## src/rtl/core/cwr_pkg.sv

```systemverilog
// Shared types and constants for the text console character writer.
package cwr_pkg;

    // Input action codes
    typedef enum logic [1:0] {
        ACT_PUT   = 2'd0,
        ACT_CLEAR = 2'd1,
        ACT_READ  = 2'd2
    } action_t;

    // Sequencer states
    typedef enum logic [1:0] {
        ST_IDLE,
        ST_READ,
        ST_CLEAR
    } state_t;

    // Cursor update commands
    typedef enum logic [1:0] {
        CUR_HOLD,
        CUR_ADVANCE,
        CUR_NEWLINE,
        CUR_HOME
    } cursor_op_t;

    // Cursor position flags seen by the sequencer
    typedef struct packed {
        logic last_col;
        logic last_row;
    } cursor_status_t;

    localparam logic [7:0] BLANK_CHAR = 8'h20;
    localparam logic [7:0] LINE_FEED  = 8'h0A;
    localparam logic [7:0] NUL_CHAR   = 8'h00;

endpackage

```

## src/rtl/core/cwr_cursor.sv

```systemverilog
// Cursor column, row and linear cell position with a shared row base adder.
module cwr_cursor
    import cwr_pkg::*;
#(
    parameter int COLUMNS = 80,
    parameter int ROWS    = 25
) (
    input  logic                                clk,
    input  logic                                rst_n,
    input  cursor_op_t                          op,
    output logic [$clog2(COLUMNS)-1:0]          col,
    output logic [$clog2(ROWS)-1:0]             row,
    output logic [$clog2(COLUMNS*ROWS)-1:0]     pos,
    output cursor_status_t                      status
);

    localparam int CW = $clog2(COLUMNS);
    localparam int RW = $clog2(ROWS);
    localparam int AW = $clog2(COLUMNS * ROWS);

    logic [CW-1:0] col_reg, col_next;
    logic [RW-1:0] row_reg, row_next;
    logic [AW-1:0] pos_reg, pos_next;
    logic [AW-1:0] base_reg, base_next;
    logic [AW-1:0] base_step;

    // Start of the following row
    assign base_step = base_reg + AW'(COLUMNS);

    // Flag the edges of the screen
    assign status.last_col = (col_reg == CW'(COLUMNS - 1));
    assign status.last_row = (row_reg == RW'(ROWS - 1));

    // Next cursor position
    always_comb
    begin
        col_next  = col_reg;
        row_next  = row_reg;
        pos_next  = pos_reg;
        base_next = base_reg;
        case (op)
            CUR_HOLD:
            begin
            end
            CUR_ADVANCE:
            begin
                pos_next = pos_reg + 1'b1;
                if (status.last_col)
                begin
                    col_next  = '0;
                    row_next  = row_reg + 1'b1;
                    base_next = base_step;
                end
                else
                begin
                    col_next = col_reg + 1'b1;
                end
            end
            CUR_NEWLINE:
            begin
                col_next  = '0;
                row_next  = row_reg + 1'b1;
                base_next = base_step;
                pos_next  = base_step;
            end
            CUR_HOME:
            begin
                col_next  = '0;
                row_next  = '0;
                base_next = '0;
                pos_next  = '0;
            end
            default:
            begin
            end
        endcase
    end

    // Hold the cursor
    always_ff @(posedge clk or negedge rst_n)
    begin
        if (!rst_n)
        begin
            col_reg  <= '0;
            row_reg  <= '0;
            pos_reg  <= '0;
            base_reg <= '0;
        end
        else
        begin
            col_reg  <= col_next;
            row_reg  <= row_next;
            pos_reg  <= pos_next;
            base_reg <= base_next;
        end
    end

    assign col = col_reg;
    assign row = row_reg;
    assign pos = pos_reg;

endmodule

```

## config.mk

```make
export PLATFORM = sky130hd
export DESIGN_NAME = cwr_cursor
export DESIGN_NICKNAME = d
export VERILOG_FILES = /design/src/rtl/core/cwr_pkg.sv /design/src/rtl/core/cwr_cursor.sv
export SDC_FILE = /design/constraint.sdc
export NUM_CORES = 1
export LEC_CHECK = 0
export BUFFER_PORTS_ARGS = -buffer_cell sky130_fd_sc_hd__buf_4
export CORE_MARGIN = 10
export CORE_UTILIZATION = 28
export CTS_CLUSTER_DIAMETER = 30
export DETAILED_ROUTE_END_ITERATION = 6
export HOLD_SLACK_MARGIN = 0.08
export SYNTH_ARGS = -nofsm -noshare
export SYNTH_HDL_FRONTEND = slang
export SYNTH_SLANG_ARGS = --single-unit
```

## constraint.sdc

```tcl
create_clock -name clk -period 1.5 [get_ports clk]
set_input_delay 0 -clock clk [delete_from_list [all_inputs] [get_ports clk]]
set_output_delay 0 -clock clk [all_outputs]
set_load 0.1 [all_outputs]
```

Word level (Yosys, flattened, before mapping)
Index checks and enable logic that the tools add are counted.
{ "classes": {"n_addsub": 4, "mux": 7, "eq_ne": 6, "n_reduce_logical": 4} }
{ "ops": {"columns": ["cell", "count"], "rows": [
  ["$pmux W11 S3", 2],
  ["$pmux W5 S3", 1],
  ["$pmux W7 S2", 1],
  ["$add A11 B1 Y11 const B", 1],
  ["$add A11 B7 Y11 const B", 1],
  ["$mux W11", 1],
  ["$add A7 B1 Y7 const B", 1],
  ["$eq A7 B7 Y1 const B", 1],
  ["$mux W7", 1],
  ["$add A5 B1 Y5 const B", 1],
  ["$eq A5 B5 Y1 const B", 1],
  ["$mux W5", 1],
  ["$eq A2 B2 Y1 const B", 2],
  ["$reduce_bool A3 Y1", 1],
  ["$eq A2 B1 Y1 const B", 1],
  ["$ne A2 B2 Y1 const B", 1],
  ["$reduce_and A2 Y1", 1],
  ["$reduce_bool A2 Y1", 1],
  ["$reduce_or A2 Y1", 1]
]} }
{ "word_totals": {"output_inout_bits": 25, "reg_bits": 34, "word_cells": 25, "in_bits": 4} }

Logic depth before layout (Yosys ltp)
{ "logic_depth": {"word_depth": 3, "depth_mapped": 6, "ltp_nobuf": 5} }

Worst setup path after synthesis
OpenSTA, ideal clock, no wires.
{ "synth_timing": {"kind": "register -> register", "start": "register col_reg[0] (netlist: col[0])", "end": "register row_reg[3] (netlist: row[3])", "setup_slack_ns": -0.648, "arrival_ns": 2.070, "synth_period_minus_slack_ns": 2.148, "setup_time_ns": 0.077, "path_stages_with_launch": 6, "n_path_buf": 0, "required_ns": 1.423, "cell_sequence": "dfrtp_1 -> ha_1 -> and4_4 -> a21oi_2 -> or3_1 -> a21oi_1"} }
{ "synth_between": {"elab_chain_cells": 3} }
{ "synth_lines": {"columns": ["element", "line", "source"], "rows": [
  ["start: declaration", "cwr_cursor.sv:21", "logic [CW-1:0] col_reg, col_next;"],
  ["start signal: assignment", "cwr_cursor.sv:91", "col_reg <= col_next;"],
  ["$eq A7 B7 Y1", "cwr_cursor.sv:31", "assign status.last_col = (col_reg == CW'(COLUMNS - 1));"],
  ["$ne A2 B2 Y1 (no source line)", null, null],
  ["$reduce_and A2 Y1 (no source line)", null, null],
  ["end signal: assignment", "cwr_cursor.sv:92", "row_reg <= row_next;"],
  ["end: declaration", "cwr_cursor.sv:22", "logic [RW-1:0] row_reg, row_next;"]
]} }
No other way between the ends.
A chain may end at the register's enable or synchronous reset.

Worst setup path in the final report
{ "layout_timing": {"start": "register col_reg[1] (netlist: col[1])", "end": "register base_reg[6]"} }
{ "layout_between": {"elab_chain_cells": 3} }
{ "layout_lines": {"columns": ["element", "line", "source"], "rows": [
  ["$eq A7 B7 Y1", "cwr_cursor.sv:31", null],
  ["$ne A2 B2 Y1 (no source line)", null, null],
  ["$reduce_and A2 Y1 (no source line)", null, null],
  ["end signal: assignment", "cwr_cursor.sv:94", "base_reg <= base_next;"],
  ["end: declaration", "cwr_cursor.sv:24", "logic [AW-1:0] base_reg, base_next;"]
]} }
No other way between the ends.

==> metrics.md <==
| Metric | Value |
|---|---|
| Largest stage delay on the critical path | `500 ps` |
| Hold Vio Cnt, Final | `0` |
| Vias per cell | `4.81` |
| Hold path cells | `3` |
| Total Power | `between 2 and 3 mW` |
| Final ANT Viol Nets | `0` |
| R2r setup slk | `50 ps` |
| Clk network pwr share | `23.6%` |
| Syn Area/Cell | `9.82 sq um` |
| H-Tree Depth | `2` |
| Dpl cells | `264` |
| # diodes | `0` |
| Pwr dens | `~1400 nW/um^2` |
| Unrepaired setup endpoints after global routing | `true` |
| Xor-xnor portion of the synthesized cell area | `11.0%` |
| Drt wl/cell | `14.0 microns` |
| Initial DRC count | `78` |
| Hold_ws | `131 ps` |
| Die Wd | `95.4 microns` |
| Mapped Area | `between 1500 and 2000 sq um` |
| Ports | `29` |
| DIE AREA | `9090 sq um` |
| Critical R2R Launch | `col[1]` |
| Worst Path Max Fanout | `9` |
| FF+latch count, synth | `30` |
| Met3 wire length | `292 microns` |
| Root Buffer | `clkbuf_8` |
| Synth Warn # | `0` |
| Pins Over Slew Limit | `0` |
| Worst path arrival time | `1650 ps` |
| Compound-Gate Fraction of Synth Area | `13.9%` |
| Worst skew pair latency | `~290 ps` |
| Pin slew with the least headroom to its limit | `464 ps` |
| Status | `finished clean` |
| Layout cells sized above 1 | `39.2%` |
| Critical R2R Capture | `base_reg[6]` |
| Worst slew margin | `68.9%` |
| Worst path cell trace | `ha_4 > and4_4 > a21oi_4 > buf_6 > o21ai_1 > o31ai_1` |
| Die Span Y | `95.4 microns` |
| CP max stage cell | `dfrtp_4` |
| # port buffers | `28` |
| Reg area | `approximately 800 sq um` |
| Final Setup Violations | `0` |
| Post-Layout Inst Area | `2170 sq um` |
| Largest net degree at the start of global routing | `31` |
| Initial antenna violation count | `0` |
| P_sw | `between 1 and 1.5 mW` |
| Period minus WS final | `1450 ps` |
| Delay-heaviest family, CP | `flip-flops` |
| Overflow after GRT | `0` |
| Hold path start | `op[0]` |
| Detailed-route DRC error count | `0` |
| Ys async rst share | `100%` |
| Hold EP | `col[0]` |
| Clock Tree Buf Depth | `2` |
| Num CTS Buffers | `5` |
| Max reg flops | `11` |
| Yosys cell types | `33` |
| Max-Cap Viols | `0` |
| Post-Syn Nets | `171` |
| Largest family of logic cells by synthesized area | `simple AND/OR/NAND/NOR gates` |
| Achievable clock frequency | `688 MHz` |
| Vias in the first global route | `about 1.3k` |
| DRT Wirelength | `approximately 3900 microns` |
| Switching share of power | `44.3%` |
| Core area | `5510 sq um` |
| Vias | `between 1k and 1.5k` |
| CTS tree | `built` |
| Layout Area Growth over Synthesis | `36.3%` |
| Synth Area in Simple Gates | `19.4%` |
| CP Data Required Time | `1690 ps` |
| Combinational power share | `38.2%` |
| Setup crit start kind | `flop` |
| Post-synthesis mux area share | `under 10%` |
| Hold WC Path Type | `in2reg` |
| First-pass GRT wire length | `approximately 6500 microns` |
| Tcrit/Tclk final | `between 90% and 100%` |
| Starting Density | `28.9%` |
| Fillers | `553` |
| Final layout net count | `212` |
| Register area share after synthesis | `47.2%` |
| Sink Count | `30` |
| Total GRT Usage | `a little under a tenth` |
| Non-filler instance count after layout | `276` |
| Leakage power | `0.906 nW` |
| Post-Place Cell Area | `1990 sq um` |
| Bufs and invs on worst path | `1` |
| Clk slew on worst S/H paths | `70 ps` |
| WL met1 | `approximately 1900 microns` |
| Flop pwr share | `38.2%` |
| Mapped Cells | `162` |
| Row count | `27` |
| Maximum VDD drop | `roughly 1 mV` |
| Top_reg_cell synth | `dfrtp_1` |
| Critical Path Sink Type | `flop` |
| Multi-input logic area | `836 sq um` |
| Pint | `~1.6 mW` |
| Synth Area in Adders | `3.93%` |
| Number of flops mapped to enable cells by yosys | `0` |
| R2R cell count | `6` |
| Critical path type | `reg2reg` |
| RePlAce Congestion | `0.811` |
| DP Wirelength | `2740 microns` |
| Max layer used | `met4` |
| Wire length on met2 | `between 1500 and 2000 microns` |
| Clock Skew | `7.30 ps` |
| Pre-antenna DRT Iters | `4` |
==> per-stage QoR <==
| stage | worst slack (ps) | TNS, ps | utilization (%) |
|---|---|---|---|
| 2_1_floorplan | -106 | -914 | - |
| 3_3_place_gp | 25.8 | 0 | 36.2 |
| 3_5_place_dp | -4.40 | -4.40 | 36.2 |
| 4_1_cts | -0.333 | -0.333 | 38.7 |
| 5_1_grt | -47.2 | -122 | 39.4 |
| 6_report | 47.0 | 0 | 39.4 |
==> power by group through the flow <==
stage          sequential, mW  clock (mW)  combinational [mW]
3_5_place_dp             1.13           0                1.11
5_1_grt                  1.15       0.750                1.21
4_1_cts                  1.12       0.716                1.12
2_1_floorplan            1.64           0               0.311
6_report                 1.13       0.694                1.13
3_3_place_gp             1.13           0                1.10
==> synth_stat cells, types with 2 or more instances <==
cell type   n  area (sq um)
o21ai_0    14          70.1
xnor2_1     9          78.8
nor3_1      3          15.0
xor2_1     11          96.3
mux2i_1     2          20.0
dfrtp_1    30           751
nor2_1     13          48.8
nand3_1     6          30.0
and3_1      2          12.5
ha_1        5          62.6
nand2_1    12          45.0
or3_1       3          18.8
nor2b_1     2          12.5
and2_1      3          18.8
buf_2       3          15.0
o22ai_1     5          31.3
nand4_1     5          31.3
o2111ai_1   2          17.5
inv_1       7          26.3
o31ai_1     5          37.5
a21oi_1     8          40.0
==> how the worst max path moves through the flow <==
stage                     cells past startpoint  startpoint  slack (ps)     endpoint
after floorplan                               5      col[0]        -110       row[2]
after global placement                        6      col[1]          30  base_reg[6]
after detailed placement                      6      col[1]          -4  base_reg[7]
after CTS                                     3      col[6]        -0.3    status[1]
after global routing                          6      col[1]         -50  base_reg[6]
final                                         6      col[1]          50  base_reg[6]
==> layer usage <==
layer | global-route usage, % | up-vias
met2 | 13.5 | 31
li1 | - | 659
met1 | 11.7 | 630
met5 | 0 | -
met4 | 4.49 | 0
met3 | 3.85 | 8
==> final cells by class <==
class | count | share of cell area (%)
flip-flops and latches | 30 | 37.0
well taps | 72 | 4.15
clock buffers | 6 | 3.81
clock inverters | 2 | 0.577
multi-input cells | 120 | 38.5
inverters | 7 | 1.21
repair buffers | 39 | 14.7
==> what timing repair did <==
| action | 4_1_cts | 5_1_grt |
|---|---|---|
| endpoints found under the setup margin | 6 | 15 |
| gates resized for setup | 5 | 6 |
| pin swaps | 0 | 1 |
| setup buffers | 0 | 2 |
| hold buffers | 2 | 0 |
| hold endpoints to repair | 38 | 0 |
==> layout by cell type (no fill, tap or decap), types with 4 or more instances in the layout <==
cell type and count:
ha_1 4, clkbuf_8 6, xnor2_1 9, nand4_1 5, dfrtp_4 10, xor2_1 11
nor2_1 13, nand2_1 11, o22ai_1 5, nand3_1 6, dfrtp_2 12, dfrtp_1 8
a21oi_1 7, o21ai_0 10, inv_1 7, buf_4 34, o31ai_1 4
==> worst min-delay path, cell delays in order <==
cell and delay (ps):
buf_4 190, xnor2_1 150, nor2_1 40
==> cell families (layout without fill, tap and decap cells) <==
| group | Yosys count | after routing |
|---|---|---|
| buf+inv | 12 | 54 |
| simple gates | 56 | 56 |
| xor+xnor | 20 | 20 |
| fa+ha+maj | 5 | 5 |
| mux | 2 | 2 |
| flops | 30 | 30 |
| compound gates | 37 | 37 |
Note: power is estimated with default switching activity, not from simulation.
